$ cat src/rtl/ulti_ram.sv
module ulti_ram #(
    parameter int WIDTH = 32,
    parameter int DEPTH = 16
) (
    input  logic                     clk,
    input  logic                     we,
    input  logic [$clog2(DEPTH)-1:0] waddr,
    input  logic [WIDTH-1:0]         wdata,
    input  logic [$clog2(DEPTH)-1:0] raddr,
    output logic [WIDTH-1:0]         rdata
);

    logic [WIDTH-1:0] mem [DEPTH];

    always_ff @(posedge clk)
    begin
        if (we)
        begin
            mem[waddr] <= wdata;
        end
        rdata <= mem[raddr];
    end

endmodule

$ cat config.mk
export PLATFORM = sky130hd
export DESIGN_NAME = ulti_ram
export DESIGN_NICKNAME = d
export VERILOG_FILES = /design/src/rtl/ulti_ram.sv
export SDC_FILE = /design/constraint.sdc
export NUM_CORES = 1
export LEC_CHECK = 0
export BUFFER_PORTS_ARGS = -buffer_cell sky130_fd_sc_hd__buf_2
export CORE_MARGIN = 3
export CORE_UTILIZATION = 60
export DETAILED_ROUTE_END_ITERATION = 10
export GPL_TIMING_DRIVEN = 0
export PLACE_DENSITY = 0.78
export SLEW_MARGIN = 0
export SYNTH_ARGS = -nofsm -noshare
export SYNTH_HDL_FRONTEND = slang
export SYNTH_SLANG_ARGS = --single-unit
$ cat constraint.sdc
create_clock -name clk -period 9.6 [get_ports clk]
set_clock_uncertainty 0.1 [all_clocks]
set_input_delay 1.92 -clock clk [delete_from_list [all_inputs] [get_ports clk]]
set_output_delay 1.92 -clock clk [all_outputs]
set_load 0.1 [all_outputs]
== Yosys cells after proc, flatten, opt, wreduce, memory -nomap -nowiden ==
Memories as Yosys holds them, arrays and structs flattened. A register that Yosys moved wholly into a read port is not among the register bits.
Index checks and enable logic that the tools add are counted.
Widths: inputs -> output; s select.

* ROM bits: 0
* Register bits: 0
* Bits in latches: 0
* Memory bits (writable): 512
* Word-level logic and storage cells: 3
* Memories kept: 1
* Input port bits: 42

* Shifts and indexed selects: 0
* Multipliers: 0
* $add $sub $neg: 0
* Div/mod/pow operators: 0
* Order comparisons: 0
* Reduce and logical (&&, ||, !) cells: 0
* Bitwise gates (word level): 0
* Eq/ne operators: 0
* Mux-type cells: 2

{| class="wikitable"
|+ Memory list
! memory !! words !! width !! rd ports !! clocked after memory_dff !! write ports !! RTL line !! text
|-
| mem || 16 || 32 || 1 || 1 || 1 || 13 || <nowiki>logic [WIDTH-1:0] mem [DEPTH];</nowiki>
|}

{| class="wikitable"
|+ Operator list
! operator !! count
|-
| $mux 1 || 2
|}

== Logic depth before layout (Yosys ltp) ==
* Depth in word-level cells: 2
* Depth in mapped cells: 5

== Worst setup path before layout ==
No wires, ideal clock.

* Kind: input port to flip-flop
* From: input waddr[2]
* To: memory mem[0][0], enable pin
* Buffers on the path: 0
* Cell stages on the path: 2
* Slack: 4.400 ns
* Library setup time: 0.461 ns
* Arrival time: 4.638 ns
* Path through: or3b_2 -> nor3_1

{| class="wikitable"
|+ RTL lines
! element !! RTL line !! text
|-
| start: declaration || 7 || <nowiki>input logic [$clog2(DEPTH)-1:0] waddr,</nowiki>
|-
| end: declaration || 13 ||
|}

Straight into the memory's write port.

== Worst setup path after layout ==
* From: input waddr[3]
* To: memory mem[4][2], enable pin

Straight into the memory's write port.

==> impl_metrics.toml <==
[synthesis]
syn_area_per_cell_um2 = 23.7
synth.area.mux_share_pct = 14.5
synth_top_area_cell = "edfxtp_1"
syn_inst = 838
synth_compound_area_share_pct = 2.42
synthAdderAreaFrac_pct = 0
synthTopCellsByArea = "edfxtp_1, mux4_2, dfxtp_1"
yosysSeqAreaShare_pct = 80.7
synth_top_family_by_area = "multiplexers"
synth_top_area_share_pct = 77.4
ys_seq_elements = 544
synth-simple-area-share_pct = 1.27
yosysWarnings = 0
synth_xor_area_share_pct = 0
syn_nets = 880
synth.distinct_cells = 18
netlist_area_mm2 = 0.0199

[sta]
slew_headroom_pct = 24.7
hold_viol_final = 0
tightest_slew_ps = 1120
finalCritPeriodShare_pct = 39.5
final_max_slew_viol_count = 0
fmax_mhz = 264
setup_viol = 0
setup_tns_ps = 0
finalCriticalPeriod_ps = 3790
rsz0062_at_grt = "no"

[power]
clkPwrFrac_pct = 39.6
switching_share_pct = 22.2
power.density_mw_per_mm2 = 219
pwr-share-comb_pct = 7.2
ir_worst_vdd_v = 0.000190
p_sw_w = 0.00111
internal_power_w = 0.00391
seq_power_share_pct = 53.2
p_leak_nw = 7.43

[clock_tree]
cts_root_buffer = "clkbuf_16"
clk_latency_ps = 550
clock_sinks = 544
cts-resized-gates = 0
hold_buffers = 0
path_clk_slew_ps = 60
cts_tree = "done"
cts_buffer_depth = 3
htree_levels = 2
post_cts_buffers = 0
cts_buffers = 52

[worst_setup_path]
cp_data_required_time_ps = 9750
crit_fanout = 9
critical_path_class = "primary input to flop"
cp.arrival_ps = 3940
cp-start-kind = "primary input"
cp-end-kind = "flop"

[finish]
post-route-cell-area_mm2 = 0.0230
syn_to_final_growth_pct = 15.7
final_util_pct = 71.7
drive_above_1_share_pct = 32.6
antenna_cells = 0
fin_nets = 1029

[drt]
drc_errors = 0
ant_nets = 0
drt_pass1_iterations = 5
vias = 9522
via_per_inst = 6.51
wl_um = 44300
drtIter0Drc = 1242
wl_per_cell_um = 30.3

[global_routing]
grt_overflow = 0
grt_use_total_pct = 25.8
antenna_found_initial = 3
grt_pass1_vias = 9911
grt_pass1_wl_um = 65600
grt_max_degree = 24

[floorplan]
io-pin-count = 74
initial_core_util_pct = 62.0
die_area_mm2 = 0.0353
row_count = 65
fp.dieH_um = 188
design.core.area_mm2 = 0.0320
die_w_um = 188

[placed_design]
dp_hpwl_um = 24800
dpl_cell_area_mm2 = 0.0213
port_buffers = 71
gp_congestion = 0.710

[flow_run]
drv_cap = 0

[worst_hold_path]
hold_path.class = "flop to flop"

[status]
status = "completed"
## layout make-up
class | count | area (um2)
flip-flops and latches | 544 | 16000
fillers | 1845 | 9080
multi-input cells | 251 | 3730
clock buffers | 70 | 1470
repair buffers | 95 | 787
well taps | 435 | 544
plain buffers | 43 | 223
clock inverters | 25 | 199
## registers in the layout, summed over array words and instances (netlist names)
| name | count |
|---|---|
| mem | 512 |
| rdata | 32 |
## worst paths after layout
kind                    from         to  slack [ps]  cells past startpoint
hold reg to reg   mem[14][9]   rdata[9]         570                      3
setup / recovery    waddr[3]  mem[4][2]        5810                      6
setup reg to reg  mem[3][31]  rdata[31]        8030                      3
hold / removal    mem[14][9]   rdata[9]         570                      3
## power groups by stage
stage | logic (W) | registers (W) | clock network [W]
global route | 0.000379 | 0.00267 | 0.00210
floorplan | 0.000127 | 0.00283 | 0
detailed placement | 0.000358 | 0.00272 | 0
CTS | 0.000362 | 0.00267 | 0.00201
global placement | 0.000340 | 0.00272 | 0
finish | 0.000361 | 0.00267 | 0.00199
## worst max-delay path: stages
cell and delay (ps):
buf_2 120, nand3b_1 360, nor3_2 860, buf_6 290
buf_8 180, buf_6 190
## synthesized netlist by cell type
cell type,instances
nand3b_1,2
clkbuf_1,17
buf_1,9
edfxtp_1,512
nor3_1,4
nand3_1,1
or3b_2,1
a22oi_1,64
and2_1,1
nand2b_1,2
nor2b_1,2
buf_2,4
nand2_1,33
buf_4,11
buf_6,2
nor2_1,13
mux4_2,128
dfxtp_1,32
## cells by family after synthesis
kind of cell / after synthesis
buffers and inverters: 43
multiplexers: 128
AND/OR/NAND/NOR: 59
AO/OA/AOI/OAI: 64
flip-flops: 544
## through the flow
stage          hold WS, ps  worst slack [ps]  cells  total power (W)
4_1_cts                570              5850   1463          0.00504
2_1_floorplan          535              4400    838          0.00296
3_5_place_dp           552              5280   1368          0.00308
6_report               567              5810   1463          0.00502
3_3_place_gp           551              1900   1344          0.00306
5_1_grt                608              5780   1463          0.00516
## cell usage in the layout (no fill, tap or decap)
cell type,instances
buf_1,9
clkbuf_16,53
bufinv_16,3
edfxtp_1,512
clkinvlp_4,2
clkbuf_8,8
buf_16,6
nand2b_1,2
dfxtp_1,32
nor3_2,4
and2_1,1
nor2_1,1
buf_12,6
buf_2,75
nand3_1,1
a22oi_1,64
clkinv_4,1
clkinv_1,8
clkbuf_1,26
nand3b_1,2
buf_8,3
mux4_2,128
buf_4,11
nand2_1,33
nor2_4,12
or3b_2,1
clkinv_2,11
buf_6,11
nor2b_1,2
## layer usage
layer  track usage, %  vias to the layer above  share of wire [%]  routed length (um)
met5                0                        -              0.077                  34
met4             7.65                        6                2.6                1170
met3             5.72                       93                9.7                4300
met2             40.9                      589                 49               21900
met1             37.1                     4958                 38               16900
li1                 -                     3876                  -                   -
(Power assumes the default switching activity.)
