$ cat src/rtl/ulti_pkg.sv
package ulti_pkg;

    localparam int MAT_DIM_DEF = 16;

    localparam logic [31:0] FP_ONE    = 32'h3F80_0000;
    localparam logic [31:0] FP_QNAN   = 32'hFFC0_0000;
    localparam logic [31:0] SIGN_MASK = 32'h8000_0000;
    localparam logic [31:0] QUIET_BIT = 32'h0040_0000;

    // Count of leading zeros in a 27-bit word; 27 when the word is zero.
    function automatic logic [4:0] lzc27(input logic [26:0] v);
        logic [4:0] cnt;
        cnt = 5'd27;
        for (int i = 0; i < 27; i++)
        begin
            if (v[i])
            begin
                cnt = 5'(26 - i);
            end
        end
        return cnt;
    endfunction

endpackage

$ cat src/rtl/ulti_fmul.sv
// fp32 multiply, round to nearest even, three register stages.
module ulti_fmul (
    input  logic        clk,
    input  logic        rst_n,
    input  logic        in_valid,
    input  logic [31:0] a,
    input  logic [31:0] b,
    output logic        out_valid,
    output logic [31:0] res
);

    logic        v1_reg, v2_reg, v3_reg;
    logic        sign1_reg, spec1_reg, sign2_reg, spec2_reg;
    logic [31:0] specv1_reg, specv2_reg, res_reg;
    logic [23:0] ma1_reg, mb1_reg;
    logic signed [10:0] e1_reg, e2_reg;
    logic [47:0] p2_reg;

    logic [7:0]  ea, eb;
    logic [22:0] fa, fb;
    logic        a_nan, b_nan, a_inf, b_inf, a_zero, b_zero;
    logic [23:0] ma, mb;
    logic [4:0]  lza, lzb;
    logic signed [10:0] expa, expb;
    logic [31:0] specv;
    logic        sgn;

    always_comb
    begin
        ea = a[30:23];
        eb = b[30:23];
        fa = a[22:0];
        fb = b[22:0];
        a_nan  = (ea == 8'hFF) && (fa != '0);
        b_nan  = (eb == 8'hFF) && (fb != '0);
        a_inf  = (ea == 8'hFF) && (fa == '0);
        b_inf  = (eb == 8'hFF) && (fb == '0);
        a_zero = (ea == 8'h00) && (fa == '0);
        b_zero = (eb == 8'h00) && (fb == '0);
        sgn = a[31] ^ b[31];
        ma = {ea != 8'h00, fa};
        mb = {eb != 8'h00, fb};
        lza = ulti_pkg::lzc27({ma, 3'b000});
        lzb = ulti_pkg::lzc27({mb, 3'b000});
        expa = $signed({3'b000, (ea == 8'h00) ? 8'd1 : ea}) - $signed({6'b0, lza});
        expb = $signed({3'b000, (eb == 8'h00) ? 8'd1 : eb}) - $signed({6'b0, lzb});
        if (a_nan)
        begin
            specv = a | ulti_pkg::QUIET_BIT;
        end
        else if (b_nan)
        begin
            specv = b | ulti_pkg::QUIET_BIT;
        end
        else if ((a_inf && b_zero) || (b_inf && a_zero))
        begin
            specv = ulti_pkg::FP_QNAN;
        end
        else if (a_inf || b_inf)
        begin
            specv = {sgn, 8'hFF, 23'd0};
        end
        else
        begin
            specv = {sgn, 31'd0};
        end
    end

    always_ff @(posedge clk)
    begin
        sign1_reg  <= sgn;
        spec1_reg  <= a_nan | b_nan | a_inf | b_inf | a_zero | b_zero;
        specv1_reg <= specv;
        ma1_reg    <= ma << lza;
        mb1_reg    <= mb << lzb;
        e1_reg     <= expa + expb - 11'sd127;
        sign2_reg  <= sign1_reg;
        spec2_reg  <= spec1_reg;
        specv2_reg <= specv1_reg;
        e2_reg     <= e1_reg;
        p2_reg     <= ma1_reg * mb1_reg;
    end

    logic signed [10:0] e_n, sh;
    logic [47:0] m_n, shifted, mask;
    logic [5:0]  shc;
    logic [7:0]  expf;
    logic [22:0] frac;
    logic        g, st, up;
    logic [31:0] res_next;

    always_comb
    begin
        e_n = p2_reg[47] ? e2_reg + 11'sd1 : e2_reg;
        m_n = p2_reg[47] ? p2_reg : {p2_reg[46:0], 1'b0};
        sh  = 11'sd1 - e_n;
        shc = (sh > 11'sd48) ? 6'd48 : 6'(sh);
        mask = (48'd1 << shc) - 48'd1;
        shifted = m_n >> shc;
        if (e_n < 11'sd1)
        begin
            expf = 8'd0;
            frac = shifted[46:24];
            g    = shifted[23];
            st   = (|shifted[22:0]) | (|(m_n & mask));
        end
        else
        begin
            expf = e_n[7:0];
            frac = m_n[46:24];
            g    = m_n[23];
            st   = |m_n[22:0];
        end
        up = g & (st | frac[0]);
        if (spec2_reg)
        begin
            res_next = specv2_reg;
        end
        else if (e_n > 11'sd254)
        begin
            res_next = {sign2_reg, 8'hFF, 23'd0};
        end
        else
        begin
            res_next = {sign2_reg, {expf, frac} + {30'd0, up}};
        end
    end

    always_ff @(posedge clk)
    begin
        res_reg <= res_next;
    end

    always_ff @(posedge clk or negedge rst_n)
    begin
        if (!rst_n)
        begin
            v1_reg <= 1'b0;
            v2_reg <= 1'b0;
            v3_reg <= 1'b0;
        end
        else
        begin
            v1_reg <= in_valid;
            v2_reg <= v1_reg;
            v3_reg <= v2_reg;
        end
    end

    assign out_valid = v3_reg;
    assign res       = res_reg;

endmodule

$ cat config.mk
export PLATFORM = sky130hd
export DESIGN_NAME = ulti_fmul
export DESIGN_NICKNAME = d
export VERILOG_FILES = /design/src/rtl/ulti_pkg.sv /design/src/rtl/ulti_fmul.sv
export SDC_FILE = /design/constraint.sdc
export NUM_CORES = 2
export LEC_CHECK = 0
export BUFFER_PORTS_ARGS = -buffer_cell sky130_fd_sc_hd__buf_4
export CORE_MARGIN = 2
export CORE_UTILIZATION = 24
export CTS_BUF_LIST = sky130_fd_sc_hd__clkbuf_16
export CTS_CLUSTER_DIAMETER = 30
export DETAILED_ROUTE_END_ITERATION = 16
export GPL_TIMING_DRIVEN = 0
export MAX_ROUTING_LAYER = met4
export PLACE_DENSITY_LB_ADDON = 0.1
export SKIP_LAST_GASP = 1
export SLEW_MARGIN = 25
export SYNTH_ARGS = -nofsm -noshare
export SYNTH_HDL_FRONTEND = slang
export SYNTH_SLANG_ARGS = --single-unit
$ cat constraint.sdc
create_clock -name clk -period 15.8 [get_ports clk]
set_input_delay 1.58 -clock clk [delete_from_list [all_inputs] [get_ports clk]]
set_output_delay 1.58 -clock clk [all_outputs]
set_load 0.03 [all_outputs]
### Word level (Yosys, flattened, before mapping)

Index checks and enable logic that the tools add are counted.

* add/sub/neg operators: 8
* $mul: 1
* $lt $le $gt $ge: 3
* equality and inequality tests: 2
* shifts and indexed selects: 4
* multiplexer cells: 63
* bitwise operators: 10
* reduce and logical (&&, ||, !) cells: 22

Operators by type and width (count)
* $mux 5: 43
* $mux 32: 4
* $mux 31: 2
* $and 48x48->48: 1
* $mul 24x24->48: 1
* $mux 48: 1
* $reduce_or 48->1: 1
* $shl 1x6->48 const A: 1
* $shl 24x5->24: 2
* $shr 48x6->47: 1
* $sub 48x1->48 const B: 1
* $logic_not 23->1: 2
* $reduce_bool 23->1: 2
* $reduce_or 23->1: 2
* $add 31x1->31: 1
* $mux 8: 3
* $mux 23: 1
* $mux 4: 5
* $sub 8x5->9: 2
* $eq 8x8->1 const B: 2
* $logic_not 8->1: 2
* $reduce_bool 8->1: 2
* $add 11x2->11 const B: 1
* $gt 11x7->1 const B: 1
* 14 further kinds: 29

* flip-flop bits (word level): 221
* input port bits: 67
* output and inout port bits: 33

### Depth between registers and ports, before layout

* depth after elaboration: 27
* mapped depth: 34
* mapped depth without buffers: 28

### Least setup slack after synthesis

OpenSTA, ideal clock, no wires.

* path type: register to register
* start: register mb1_reg[3]
* end: register p2_reg[47]
* arrival: 7491 ps
* required time: 15728 ps
* path slack: 8237 ps
* cell stages (with the launch flop): 27
* period minus slack after synthesis: 7563 ps
* path through: dfxtp_1 clkbuf_1 nand2_1 fa_1 inv_1 fa_1 fa_1 inv_1 fa_1 fa_1 inv_1 fa_1 fa_1 ha_1 a21o_1 a21o_1 a21oi_1 o21bai_1 a21oi_1 o211a_1 o211ai_1 a41o_1 a311o_1 a41o_1 or4b_2 a31oi_1 xnor2_1

* word-level cells in the longest chain between the ends: 1

Ends and longest elaborated chain
* start, declared: RTL line ulti_fmul.sv:15 `logic [23:0] ma1_reg, mb1_reg;`
* start signal, assigned: RTL line ulti_fmul.sv:75 `mb1_reg <= mb << lzb;`
* $mul 24x24->48: RTL line ulti_fmul.sv:81 `p2_reg <= ma1_reg * mb1_reg;`
* end signal, assigned: RTL line ulti_fmul.sv:81
* end, declared: RTL line ulti_fmul.sv:17 `logic [47:0] p2_reg;`

No other way between the ends.
A chain may end at the register's enable or synchronous reset.

### Worst setup path after layout

* start: register e2_reg[1]
* end: register res_reg[0] (netlist: res[0])

* word-level cells in the longest chain between the ends: 16

Ends and longest elaborated chain
* start, declared: RTL line ulti_fmul.sv:16 `logic signed [10:0] e1_reg, e2_reg;`
* start signal, assigned: RTL line ulti_fmul.sv:80 `e2_reg <= e1_reg;`
* $add 11x2->11: RTL line ulti_fmul.sv:94 `e_n = p2_reg[47] ? e2_reg + 11'sd1 : e2_reg;`
* $mux 11 (*): RTL line ulti_fmul.sv:94
* $sub 2x11->11: RTL line ulti_fmul.sv:96 `sh = 11'sd1 - e_n;`
* $gt 11x7->1: RTL line ulti_fmul.sv:97 `shc = (sh > 11'sd48) ? 6'd48 : 6'(sh);`
* $mux 6: RTL line ulti_fmul.sv:97
* $shl 1x6->48: RTL line ulti_fmul.sv:98 `mask = (48'd1 << shc) - 48'd1;`
* $sub 48x1->48: RTL line ulti_fmul.sv:98
* $and 48x48->48: RTL line ulti_fmul.sv:105 `st = (|shifted[22:0]) | (|(m_n & mask));`
* $reduce_or 48->1: RTL line ulti_fmul.sv:105
* $or 1x1->1: RTL line ulti_fmul.sv:105
* $mux 1: RTL line ulti_fmul.sv:100 `if (e_n < 11'sd1)`
* $or 1x1->1: RTL line ulti_fmul.sv:114 `up = g & (st | frac[0]);`
* $and 1x1->1: RTL line ulti_fmul.sv:114
* $add 31x1->31: RTL line ulti_fmul.sv:125 `res_next = {sign2_reg, {expf, frac} + {30'd0, up}};`
* $mux 31 (*): RTL line ulti_fmul.sv:119 `else if (e_n > 11'sd254)`
* $mux 32 (*): RTL line ulti_fmul.sv:115 `if (spec2_reg)`
* named net res_next[0]: RTL line ulti_fmul.sv:90 `logic [31:0] res_next;`
* end signal, assigned: RTL line ulti_fmul.sv:131 `res_reg <= res_next;`
* end, declared: RTL line ulti_fmul.sv:14 `logic [31:0] specv1_reg, specv2_reg, res_reg;`

The timed path passes the listed nets; every way through them passes the cells marked *.

==> impl_metrics.env <==
export IMPL_critPathMaxStageDelay_ns=0.69
export IMPL_syn_avg_cell_area_um2=8.58
export IMPL_reg2reg_to="res[0]"
export IMPL_drt_iter0_drc=2309
export IMPL_clk_latency_ns=0.62
export IMPL_slew_headroom_pct=18.3
export IMPL_port_buffers=95
export IMPL_yosysUniqueCellTypes=114
export IMPL_clk_pin_slew_ns=0.04
export IMPL_grt_overflow=0
export IMPL_cts_sinks=221
export IMPL_final_nets=4785
export IMPL_post_cts_buffers=0
export IMPL_r2r_start="e2_reg[1]"
export IMPL_status="finished, final reports clean"
export IMPL_grt_pass1_vias=30300
export IMPL_htreeDepth=2
export IMPL_grt_max_degree=14
export IMPL_largest_register_ffs=48
export IMPL_worstSetupPathType="reg2reg"
export IMPL_ys_flop_type="dfxtp_1"
export IMPL_drive_gt1_share_pct=8.04
export IMPL_rsz0062_at_grt="no"
export IMPL_cp_start_kind="flop"
export IMPL_clock_tree_root_cell="clkbuf_16"
export IMPL_crit_end="res[0]"
export IMPL_die_w_um=377
export IMPL_cts_tree="built"
export IMPL_hpwl_um=125000
export IMPL_die_h_um=377
export IMPL_period_needed_ns=10.54
export IMPL_yosys_warnings=0
export IMPL_clock_path_buffers=3
export IMPL_max_slew_worst_pin_slew_ns=1.22
export IMPL_routed_via_count=29100
export IMPL_synth_edf_count=0
export IMPL_ioPinCount=100
export IMPL_synth_nets=4639
export IMPL_cts_repair_resized=0
export IMPL_finalCritPeriodShare_pct=66.7
export IMPL_startpoint="e2_reg[1]"
export IMPL_num_rows=136
export IMPL_drc=0
export IMPL_reg2reg_depth=30
export IMPL_required_ns=16.27
export IMPL_antenna_found_initial=11
export IMPL_die_area_um2=142000
export IMPL_postSynth_asyncResetShare_pct=1.36
export IMPL_ys_seq_area_share_pct=13.3
export IMPL_hold_path_depth=0
export IMPL_final_max_slew_viol_count=0
export IMPL_grt_pass1_wl_um=221000
export IMPL_wl_per_cell_um=25.9
export IMPL_synth_area_um2=33300
export IMPL_wl_um=152000
export IMPL_critPathMostFrequentCell="clkbuf_1"
export IMPL_fin_tns_setup_ns=0
export IMPL_crit_path_end_kind="flop"
export IMPL_hold_viol=0
export IMPL_core_area_um2=138000
export IMPL_cts_buffers=46
export IMPL_hold_class="reg2reg"
export IMPL_gp_congestion=0.962
export IMPL_start_util_pct=24.2
export IMPL_setup_viol_count_final=0
export IMPL_arrival_ns=11.01
export IMPL_grt_total_usage_pct=21.9
export IMPL_dr_pass1_iters=6
export IMPL_critPathSlowestCell="a221oi_1"
export IMPL_nFillCells=15000
export IMPL_antenna_left=0
export IMPL_syn_inst=3883
export IMPL_finClkSkew_ns=0.0517
export IMPL_cts_hold_buffers=0
export IMPL_worst_path_max_fanout=11
export IMPL_reg2reg_slack_ns=5.26
export IMPL_viasPerCell=4.96
export IMPL_fmax_ghz=0.0949
export IMPL_drv_cap=0
export IMPL_ys_ff_latch=221
export IMPL_area_delta_synth_final_pct=13.8
cells in the final DEF (no fill, tap or decap), drive strengths merged, types with 15 or more instances in the layout:
cell type,netlist,final
clkbuf,182,229
a211oi,48,48
dfxtp,218,218
a31oi,24,24
nand4,31,31
mux2,35,35
buf,47,145
inv,535,548
fa,484,484
o21bai,17,17
o22ai,29,29
a221oi,20,20
ha,205,205
nor2b,15,15
xor2,39,39
and3,15,15
mux2i,135,135
o211ai,35,35
nand3,55,55
nor3,71,71
and2,224,224
nor4,40,40
nor2,173,173
nand2b,16,16
o21ai,108,108
a22o,32,32
nand2,570,570
a22oi,20,20
xnor2,70,70
clkinv,1,17
a21o,42,42
a21oi,140,140
kinds of logic (layout without fill, tap and decap cells):
family	after synthesis	in the layout	synth area share (%)
muxes	173	173	5.44
other	1	4	0.0113
and+or+nand+nor	1251	1251	18.1
DFF	221	221	13.3
AOI/OAI and AO/OA	672	672	14.4
adders and majority gates	689	689	36.8
xor gates and xnor gates	111	111	3.05
buffers and inverters	765	947	8.90
metal layers:
metal  up-vias  part of all wire, %  track usage (%)
met1     14800                   48             30.6
met2       952                   44             33.6
met4         0                  2.8             5.66
met5         -                    0                -
li1      13200                    -                -
met3       193                  5.1             2.39
worst min-delay path by stage:
stage	to	start	slack [ns]
finish	sign2_reg	sign1_reg	0.32
global route	specv2_reg[22]	specv1_reg[22]	0.33
CTS	sign2_reg	sign1_reg	0.32
detailed placement	sign2_reg	sign1_reg	0.31
global placement	specv2_reg[27]	specv1_reg[27]	0.31
floorplan	e2_reg[0]	e1_reg[0]	0.31
cells in the mapped netlist (all sizes together) (20+ instances only):
cell type / n / area [um^2]
a22oi: 20 / 150
buf: 47 / 270
dfxtp: 218 / 4360
mux2i: 135 / 1350
fa: 484 / 9690
ha: 205 / 2560
and2: 224 / 1400
a31oi: 24 / 156
a211oi: 48 / 365
clkbuf: 182 / 683
nor4: 40 / 284
nor3: 71 / 392
o21ai: 108 / 556
nand2: 570 / 2150
nand3: 55 / 318
xnor2: 70 / 613
a21oi: 140 / 734
o211ai: 35 / 273
nand4: 31 / 206
nor2: 173 / 657
xor2: 39 / 357
a22o: 32 / 280
a221oi: 20 / 175
a21o: 42 / 315
o22ai: 29 / 181
inv: 535 / 2010
mux2: 35 / 394
worst max-delay path: cells and delay by family, from the launching register on:
family / cells / cell delay (ns)
buf+inv: 12 / 4.54
flops: 1 / 0.48
fa+ha+maj: 3 / 0.86
simple gates: 5 / 1.15
mux: 1 / 0.39
compound gates: 9 / 2.99
stage by stage:
step / hold WS (ns) / utilization, % / area [um^2] / cells / setup slack (ns)
floorplan: 0.310 / - / 33300 / 3883 / 8.24
CTS: 0.323 / 27.5 / 37900 / 5858 / 5.41
global route: 0.327 / 27.5 / 37900 / 5860 / 4.75
global placement: 0.310 / 26.3 / 36300 / 5772 / 5.23
detailed placement: 0.312 / 26.4 / 36400 / 5774 / 5.43
finish: 0.322 / 27.5 / 37900 / 5862 / 5.26
layout make-up:
type / count / area, um^2 / share of cell area (%)
clock inverter: 37 / 343 / 0.905
clock buffer: 47 / 1180 / 3.10
antenna: 3 / 7.51 / 0.0198
tap: 1794 / 2240 / 5.92
buffer: 229 / 963 / 2.54
multi-input combinational: 2897 / 26000 / 68.6
timing repair buffer: 98 / 731 / 1.93
inverter: 536 / 2010 / 5.31
sequential: 221 / 4440 / 11.7
Power is not shown: default switching activity piles up to over one toggle a cycle in this logic, so the estimate is an artifact.
