## config.mk

```make
export PLATFORM = sky130hd
export DESIGN_NAME = ulti_fsub
export DESIGN_NICKNAME = d
export VERILOG_FILES = /design/src/rtl/ulti_pkg.sv /design/src/rtl/ulti_fsub.sv
export SDC_FILE = /design/constraint.sdc
export NUM_CORES = 1
export LEC_CHECK = 0
export ABC_CLOCK_PERIOD_IN_PS = 9200
export BUFFER_PORTS_ARGS = -buffer_cell sky130_fd_sc_hd__buf_2
export CORE_ASPECT_RATIO = 1.75
export CORE_UTILIZATION = 58
export CTS_BUF_LIST = sky130_fd_sc_hd__clkbuf_16
export CTS_CLUSTER_DIAMETER = 120
export CTS_CLUSTER_SIZE = 20
export DETAILED_ROUTE_END_ITERATION = 6
export MAX_ROUTING_LAYER = met4
export PLACE_DENSITY = 0.77
export SLEW_MARGIN = 20
export SYNTH_ARGS = -nofsm -noshare
export SYNTH_HDL_FRONTEND = slang
export SYNTH_SLANG_ARGS = --single-unit
```

## constraint.sdc

```tcl
create_clock -name clk -period 9.2 [get_ports clk]
set_input_delay 1.84 -clock clk [delete_from_list [all_inputs] [get_ports clk]]
set_output_delay 1.84 -clock clk [all_outputs]
set_load 0.01 [all_outputs]
```

## src/rtl/ulti_pkg.sv

```systemverilog
package ulti_pkg;

    localparam int MAT_DIM_DEF = 16;

    localparam logic [31:0] FP_ONE    = 32'h3F80_0000;
    localparam logic [31:0] FP_QNAN   = 32'hFFC0_0000;
    localparam logic [31:0] SIGN_MASK = 32'h8000_0000;
    localparam logic [31:0] QUIET_BIT = 32'h0040_0000;

    // Count of leading zeros in a 27-bit word; 27 when the word is zero.
    function automatic logic [4:0] lzc27(input logic [26:0] v);
        logic [4:0] cnt;
        cnt = 5'd27;
        for (int i = 0; i < 27; i++)
        begin
            if (v[i])
            begin
                cnt = 5'(26 - i);
            end
        end
        return cnt;
    endfunction

endpackage

```

## src/rtl/ulti_fsub.sv

```systemverilog
// fp32 subtract a - b, round to nearest even, three register stages.
module ulti_fsub (
    input  logic        clk,
    input  logic        rst_n,
    input  logic        in_valid,
    input  logic [31:0] a,
    input  logic [31:0] b,
    output logic        out_valid,
    output logic [31:0] res
);

    logic        v1_reg, v2_reg, v3_reg;
    logic        spec1_reg, sign1_reg, zsign1_reg, sub1_reg;
    logic        spec2_reg, sign2_reg, zsign2_reg;
    logic [31:0] specv1_reg, specv2_reg, res_reg;
    logic [7:0]  ex1_reg, ex2_reg;
    logic [26:0] mx1_reg, my1_reg;
    logic [27:0] sum2_reg;

    logic [7:0]  ea, eb, ex, ey, d;
    logic [22:0] fa, fb;
    logic        sa, sb, a_nan, b_nan, a_inf, b_inf, swap, sx;
    logic [23:0] mx, my;
    logic [26:0] my27, my_al, al_mask;
    logic [31:0] specv;

    always_comb
    begin
        ea = a[30:23];
        eb = b[30:23];
        fa = a[22:0];
        fb = b[22:0];
        sa = a[31];
        sb = ~b[31];
        a_nan = (ea == 8'hFF) && (fa != '0);
        b_nan = (eb == 8'hFF) && (fb != '0);
        a_inf = (ea == 8'hFF) && (fa == '0);
        b_inf = (eb == 8'hFF) && (fb == '0);
        if (a_nan)
        begin
            specv = a | ulti_pkg::QUIET_BIT;
        end
        else if (b_nan)
        begin
            specv = b | ulti_pkg::QUIET_BIT;
        end
        else if (a_inf && b_inf && (sa != sb))
        begin
            specv = ulti_pkg::FP_QNAN;
        end
        else if (a_inf)
        begin
            specv = a;
        end
        else
        begin
            specv = {sb, b[30:0]};
        end
        swap = b[30:0] > a[30:0];
        sx = swap ? sb : sa;
        ex = swap ? ((eb == 8'h00) ? 8'd1 : eb) : ((ea == 8'h00) ? 8'd1 : ea);
        ey = swap ? ((ea == 8'h00) ? 8'd1 : ea) : ((eb == 8'h00) ? 8'd1 : eb);
        mx = swap ? {eb != 8'h00, fb} : {ea != 8'h00, fa};
        my = swap ? {ea != 8'h00, fa} : {eb != 8'h00, fb};
        d  = ex - ey;
        my27 = {my, 3'b000};
        al_mask = (27'd1 << d[4:0]) - 27'd1;
        if (d >= 8'd27)
        begin
            my_al = {26'd0, |my};
        end
        else
        begin
            my_al = (my27 >> d[4:0]) | {26'd0, |(my27 & al_mask)};
        end
    end

    always_ff @(posedge clk)
    begin
        spec1_reg  <= a_nan | b_nan | a_inf | b_inf;
        specv1_reg <= specv;
        sign1_reg  <= sx;
        zsign1_reg <= sa & sb;
        sub1_reg   <= sa ^ sb;
        ex1_reg    <= ex;
        mx1_reg    <= {mx, 3'b000};
        my1_reg    <= my_al;
        spec2_reg  <= spec1_reg;
        specv2_reg <= specv1_reg;
        sign2_reg  <= sign1_reg;
        zsign2_reg <= zsign1_reg;
        ex2_reg    <= ex1_reg;
        sum2_reg   <= sub1_reg ? {1'b0, mx1_reg} - {1'b0, my1_reg}
                               : {1'b0, mx1_reg} + {1'b0, my1_reg};
    end

    logic [4:0]  lz;
    logic [7:0]  lim, sh;
    logic [26:0] n;
    logic [8:0]  e_n;
    logic [7:0]  expf;
    logic        up;
    logic [31:0] res_next;

    always_comb
    begin
        lz  = ulti_pkg::lzc27(sum2_reg[26:0]);
        lim = ex2_reg - 8'd1;
        sh  = ({3'b000, lz} < lim) ? {3'b000, lz} : lim;
        if (sum2_reg[27])
        begin
            n   = {sum2_reg[27:2], sum2_reg[1] | sum2_reg[0]};
            e_n = {1'b0, ex2_reg} + 9'd1;
        end
        else
        begin
            n   = sum2_reg[26:0] << sh;
            e_n = {1'b0, ex2_reg} - {1'b0, sh};
        end
        expf = n[26] ? e_n[7:0] : 8'd0;
        up = n[2] & ((|n[1:0]) | n[3]);
        if (spec2_reg)
        begin
            res_next = specv2_reg;
        end
        else if (sum2_reg == '0)
        begin
            res_next = {zsign2_reg, 31'd0};
        end
        else if (e_n >= 9'd255)
        begin
            res_next = {sign2_reg, 8'hFF, 23'd0};
        end
        else
        begin
            res_next = {sign2_reg, {expf, n[25:3]} + {30'd0, up}};
        end
    end

    always_ff @(posedge clk)
    begin
        res_reg <= res_next;
    end

    always_ff @(posedge clk or negedge rst_n)
    begin
        if (!rst_n)
        begin
            v1_reg <= 1'b0;
            v2_reg <= 1'b0;
            v3_reg <= 1'b0;
        end
        else
        begin
            v1_reg <= in_valid;
            v2_reg <= v1_reg;
            v3_reg <= v2_reg;
        end
    end

    assign out_valid = v3_reg;
    assign res       = res_reg;

endmodule

```

# Word level (Yosys, flattened, before mapping)
# Cells that the tools add are included.
[classes]
mux = 47
n_eq_ne = 3
magnitude_cmp = 4
n_bitwise = 11
multipliers = 0
div_mod_pow = 0
reduce_logical = 19
shifts = 3
n_addsub = 8
[op_table]
columns = ["cell", "count"]
rows = [
  ["$mux W32", 6],
  ["$mux W5", 26],
  ["$mux W24", 2],
  ["$mux W8", 6],
  ["$logic_not A23 Y1", 2],
  ["$reduce_bool A23 Y1", 2],
  ["$add A31 B1 Y31", 1],
  ["$gt A31 B31 Y1", 1],
  ["$mux W31", 1],
  ["$add A27 B27 Y28", 1],
  ["$logic_not A28 Y1", 1],
  ["$mux W28", 1],
  ["$sub A27 B27 Y28", 1],
  ["$and A27 B27 Y27", 1],
  ["$mux W27", 1],
  ["$or A27 B1 Y27", 1],
  ["$reduce_or A27 Y1", 1],
  ["$shl A1 B5 Y27 const A", 1],
  ["$shl A27 B8 Y27", 1],
  ["$shr A27 B5 Y27", 1],
  ["$sub A27 B1 Y27 const B", 1],
  ["$reduce_or A24 Y1", 1],
  ["$eq A8 B8 Y1 const B", 2],
  ["$logic_not A8 Y1", 2],
  ["other kinds (18)", 31],
]
[word_totals]
in_bits = 67
output_inout_bits = 33
mem_count = 0
ff_bits = 201
elab_cells = 115
mem_bits_rw = 0
latch_bits = 0
mem_bits_ro = 0

# Logic depth before layout (Yosys ltp)
[depth]
word_depth = 38
mapped_depth = 33
depth_no_buf = 29

# Worst setup path after synthesis
# OpenSTA, ideal clock, no wires.
[synth_timing]
kind = "input to register"
start = "in a[17]"
end = "reg my1_reg[10]"
setup_time_ns = 0.060
slack_ns = 1.311
t_arrival_ns = 7.829
n_path_buf = 5
required_ns = 9.140
stages = 30
path_cell_list = "inv_1 ha_1 a21o_1 a21o_1 a221o_1 a21o_1 a21o_1 a2111oi_0 a21oi_1 clkbuf_1 clkbuf_1 clkbuf_1 buf_1 clkbuf_1 nand2_1 o21ai_0 fa_1 a21o_1 a21oi_1 nor2b_1 nor2_1 nand2_1 mux2i_1 a21oi_1 a21oi_1 o311ai_0 or2_2 or3_1 nor2_1 a221o_1"
[synth_between]
elab_chain_cells = 5
word_cells_on_any_way = 8
classes_between = "add/sub (1); order compare (2); shift (1); mux (3); bitwise (1)"
[synth_rtl]
columns = ["element", "line", "source"]
rows = [
  ["start: declaration", "ulti_fsub.sv:6", "input logic [31:0] a,"],
  ["$gt A31 B31 Y1 *", "ulti_fsub.sv:59", "swap = b[30:0] > a[30:0];"],
  ["$mux W8 *", "ulti_fsub.sv:61", "ex = swap ? ((eb == 8'h00) ? 8'd1 : eb) : ((ea == 8'h00) ? 8'd1 : ea);"],
  ["net ex[1]", "ulti_fsub.sv:20", "logic [7:0] ea, eb, ex, ey, d;"],
  ["$sub A8 B8 Y8 *", "ulti_fsub.sv:65", "d = ex - ey;"],
  ["$shr A27 B5 Y27", "ulti_fsub.sv:74", "my_al = (my27 >> d[4:0]) | {26'd0, |(my27 & al_mask)};"],
  ["$or A27 B1 Y27", "ulti_fsub.sv:74", ""],
  ["end signal: assignment", "ulti_fsub.sv:87", "my1_reg <= my_al;"],
  ["end: declaration", "ulti_fsub.sv:17", "logic [26:0] mx1_reg, my1_reg;"],
]
# The timed path passes the listed nets; every way through them passes the cells marked *.
# A chain may end at the register's enable or synchronous reset.

# Final worst setup path
[layout_timing]
start = "in a[8]"
end = "reg my1_reg[2]"
[layout_between]
elab_chain_cells = 5
word_cells_on_any_way = 8
classes_between = "add/sub (1); order compare (2); shift (1); mux (3); bitwise (1)"
[layout_rtl]
columns = ["element", "line"]
rows = [
  ["$gt A31 B31 Y1", "ulti_fsub.sv:59"],
  ["$mux W8, on equally long branches", "ulti_fsub.sv:61, ulti_fsub.sv:62"],
  ["$sub A8 B8 Y8", "ulti_fsub.sv:65"],
  ["$shr A27 B5 Y27", "ulti_fsub.sv:74"],
  ["$or A27 B1 Y27", "ulti_fsub.sv:74"],
]
# Several ways; a longest one is shown, not always the timed one.

==> results.toml <==
[route]
ant_nets = 0
totalWireLength_um = 56600
vias = 14500
drc = 1
drt_first_pass_iters = 7
routed_via_density = 6.91
drtIter0Drc = 1310
wl_per_cell_um = 27.0

[critical_path]
start_kind = "input port"
cp_slowest_cell = "a2111oi_0"
worstPathRequired_ns = 9.61
path_class = "input port to flop"
rr_startpoint = "sum2_reg[19]$_DFF_P_"
cpPeakStageDelay_ns = 0.83
path_max_fanout = 25
reg2reg_to = "res[30]$_DFF_P_"
cp.arrival_ns = 8.41
crit_family = "compound AO/OA/AOI/OAI gates"
critPathCaptureType = "flop"
worst_r2r_path_depth = 19
critPathBufInv = 3
cp_common_cell = "a21oi_1"
rrSetupSlack_ns = 1.35

[grt]
grt_pass1_wl_um = 83800
grt_pass1_vias = 14300
grt_use_total_pct = 45.9
grt_max_degree = 88
grt_remaining_overflow = 0
antenna_found_initial = 2

[pwr]
p_sw_share_pct = 50.9
p_total_uw = 5260
power.leakage_uw = 0.00674
ir_drop_v = 0.000210
combPwrFrac_pct = 62.8
p_sw_uw = 2680
power.density_nw_per_um2 = 339
intPower_uw = 2580
p_seq_share_pct = 25.7
p_clk_share_pct = 11.5

[sta]
period_minus_slack_ns = 8.01
worst_pin_slew_ns = 1.24
fmaxAchievable_mhz = 125
setup_violations = 0
min_period_over_period_pct = 87.0
skew_ns = 0.0321
worst_slack_ns = 1.19
finalMaxSlewViolations = 0
rsz0062_at_grt = "false"
max_slew_margin_pct = 16.2
finalHoldViolations = 0
fin_hold_ws_ns = 0.311
finalSetupTns_ns = 0

[floorplanning]
die-area_um2 = 25400
start_util_pct = 59.6
rows = 75
num_io_pins = 100
die_x_um = 121
coreArea_um2 = 24100
fp.dieH_um = 210

[yosys]
postSynthCellCount = 1732
netlist_area_um2 = 14400
synth-seq-cells = 201
ys_seq_area_share_pct = 28.1
synth_warnings = 0
synth_ff_type = "dfxtp_1"
syn_avg_cell_area_um2 = 8.29
synth-edff-count = 0
synth_cell_type_count = 101
postSynth.asyncResetShare_pct = 1.49
syn-num-nets = 1905

[clock_tree]
path_clk_slew_ns = 0.09
cts_buffers = 14
cts_resized = 0
clockBufferDepth = 3
htreeDepth = 1
cts_tree = "done"
clock_sinks = 201
clock-root-buffer = "clkbuf_16"
cts_setup_buffers = 0
clk_latency_ns = 0.50
hold_buffers = 0

[final_layout]
instances_no_fill = 2098
area_growth_pct = 8.13
fill_cells = 2107
finish.net_count = 1958
layout-drive-gt1-share_pct = 12.0

[status]
status = "finished with violations"
violations = "DRC"

[worst_hold_path]
min_delay_worst_endpoint = "specv2_reg[16]$_DFF_P_"
min_from = "specv1_reg[16]$_DFF_P_"
holdPathStages = 0
min_path_type = "flop to flop"

[place]
place_ws_ns = 0.920
gp_congestion = 1.08
dp_hpwl_um = 44300
dp_cells = 2077
io_buffers = 99

[job]
max_cap_viol_count = 0
cells by family (layout without fill, tap and decap cells):
family,count (synthesis),count (layout),synth area share [%]
compound gates,502,502,24.8
xor+xnor,63,63,3.84
fa+ha+maj,106,106,9.39
buf+inv,200,256,5.50
flops,201,201,28.1
mux,144,144,10.4
other cells,0,2,0
simple gates,516,516,18.0
how the worst max path moves through the flow:
| stage | from | end | slack [ns] | depth (start not counted) |
|---|---|---|---|---|
| floorplan | a[17] | my1_reg[10]$_SDFF_PP0_ | 1.31 | 30 |
| global placement | a[8] | my1_reg[10]$_SDFF_PP0_ | 1.13 | 28 |
| detailed placement | a[8] | my1_reg[2]$_SDFF_PP0_ | 0.92 | 27 |
| CTS | a[8] | my1_reg[2]$_SDFF_PP0_ | 1.40 | 27 |
| global route | a[8] | my1_reg[0]$_DFF_P_ | 0.93 | 28 |
| finish | a[8] | my1_reg[2]$_SDFF_PP0_ | 1.19 | 27 |
layout make-up:
| type | count | area (um^2) | share of cell area, % |
|---|---|---|---|
| multi-input combinational | 1331 | 9600 | 61.8 |
| sequential | 201 | 4040 | 26.0 |
| timing repair buffer | 121 | 661 | 4.25 |
| inverter | 116 | 438 | 2.82 |
| tap | 308 | 385 | 2.48 |
| clock buffer | 15 | 375 | 2.42 |
| clock inverter | 4 | 31.3 | 0.201 |
| antenna | 2 | 5.00 | 0.0322 |
per-layer routing:
| layer | global-route usage (%) | routed length, um | share of wire (%) | vias up |
|---|---|---|---|---|
| met1 | 40.9 | 17700 | 31 | 6779 |
| met4 | 46.6 | 6710 | 12 | 0 |
| li1 | - | - | - | 6505 |
| met2 | 77.4 | 28000 | 49 | 841 |
| met5 | - | 0 | 0 | - |
| met3 | 10.3 | 4220 | 7.4 | 370 |
cells in the final DEF, fill, tap and decap left out, types with 9 or more instances in the layout:
master,netlist,final
o21a_1,22,22
ha_1,103,103
o221ai_1,9,9
a211oi_1,16,16
buf_2,14,99
a21oi_1,90,89
o31ai_1,19,19
a22oi_1,10,10
and3_1,15,15
nor4_1,22,22
or3_1,9,9
o22ai_1,14,14
clkbuf_16,0,15
xor2_1,20,19
a221oi_1,14,14
nand2b_1,23,23
nor2b_1,16,16
buf_4,3,22
dfxtp_1,198,198
nand2_1,138,138
nor2_1,132,132
a22o_1,40,40
mux2i_1,120,119
nand4_1,34,34
nand3_1,34,34
o21ai_0,93,92
nor3_1,45,45
xnor2_1,43,41
a21o_1,36,36
mux2_2,21,21
o211ai_1,19,19
o21bai_1,12,12
inv_1,113,116
a31oi_1,19,19
through the flow:
| stage | area [um^2] | util [%] |
|---|---|---|
| finish | 15500 | 64.4 |
| global placement | 15100 | 62.6 |
| floorplan | 14400 | - |
| CTS | 15500 | 64.3 |
| detailed placement | 15100 | 62.6 |
| global route | 15500 | 64.4 |
synth_stat cells, types with 4 or more instances:
| cell | count | area [um^2] |
|---|---|---|
| xnor2_1 | 43 | 377 |
| a221o_1 | 5 | 50.1 |
| nand2_1 | 138 | 518 |
| mux2_2 | 21 | 236 |
| ha_1 | 103 | 1290 |
| o21bai_1 | 12 | 90.1 |
| a2111oi_0 | 4 | 35.0 |
| a31oi_1 | 19 | 119 |
| mux2i_1 | 120 | 1200 |
| nand4_1 | 34 | 213 |
| or4_1 | 8 | 60.1 |
| a32o_1 | 8 | 80.1 |
| nand3_1 | 34 | 170 |
| nor3_2 | 6 | 60.1 |
| nor4_1 | 22 | 138 |
| a211oi_1 | 16 | 120 |
| a221oi_1 | 14 | 123 |
| nor2_1 | 132 | 495 |
| inv_1 | 113 | 424 |
| nor2b_1 | 16 | 100 |
| or2_2 | 7 | 43.8 |
| and2_1 | 4 | 25.0 |
| dfxtp_1 | 198 | 3960 |
| o21a_1 | 22 | 165 |
| a22oi_1 | 10 | 75.1 |
| a21oi_1 | 90 | 450 |
| a21o_1 | 36 | 270 |
| and3_1 | 15 | 93.8 |
| a32oi_1 | 6 | 52.6 |
| o221ai_1 | 9 | 78.8 |
| a21boi_0 | 8 | 60.1 |
| nand2b_1 | 23 | 144 |
| xor2_1 | 20 | 175 |
| a22o_1 | 40 | 350 |
| clkbuf_1 | 55 | 206 |
| o21ai_0 | 93 | 465 |
| or3_1 | 9 | 56.3 |
| o31ai_1 | 19 | 143 |
| buf_1 | 11 | 41.3 |
| buf_2 | 14 | 70.1 |
| nor3_1 | 45 | 225 |
| o22ai_1 | 14 | 87.6 |
| o211ai_1 | 19 | 143 |
power by group through the flow:
stage | registers (uW) | logic [uW] | clock network [uW]
floorplan | 1230 | 2210 | 0
detailed placement | 1350 | 3120 | 0
CTS | 1330 | 3140 | 607
global placement | 1350 | 3090 | 0
global route | 1360 | 3510 | 641
finish | 1350 | 3310 | 603
No activity file was read; power rests on OpenSTA's default activity.
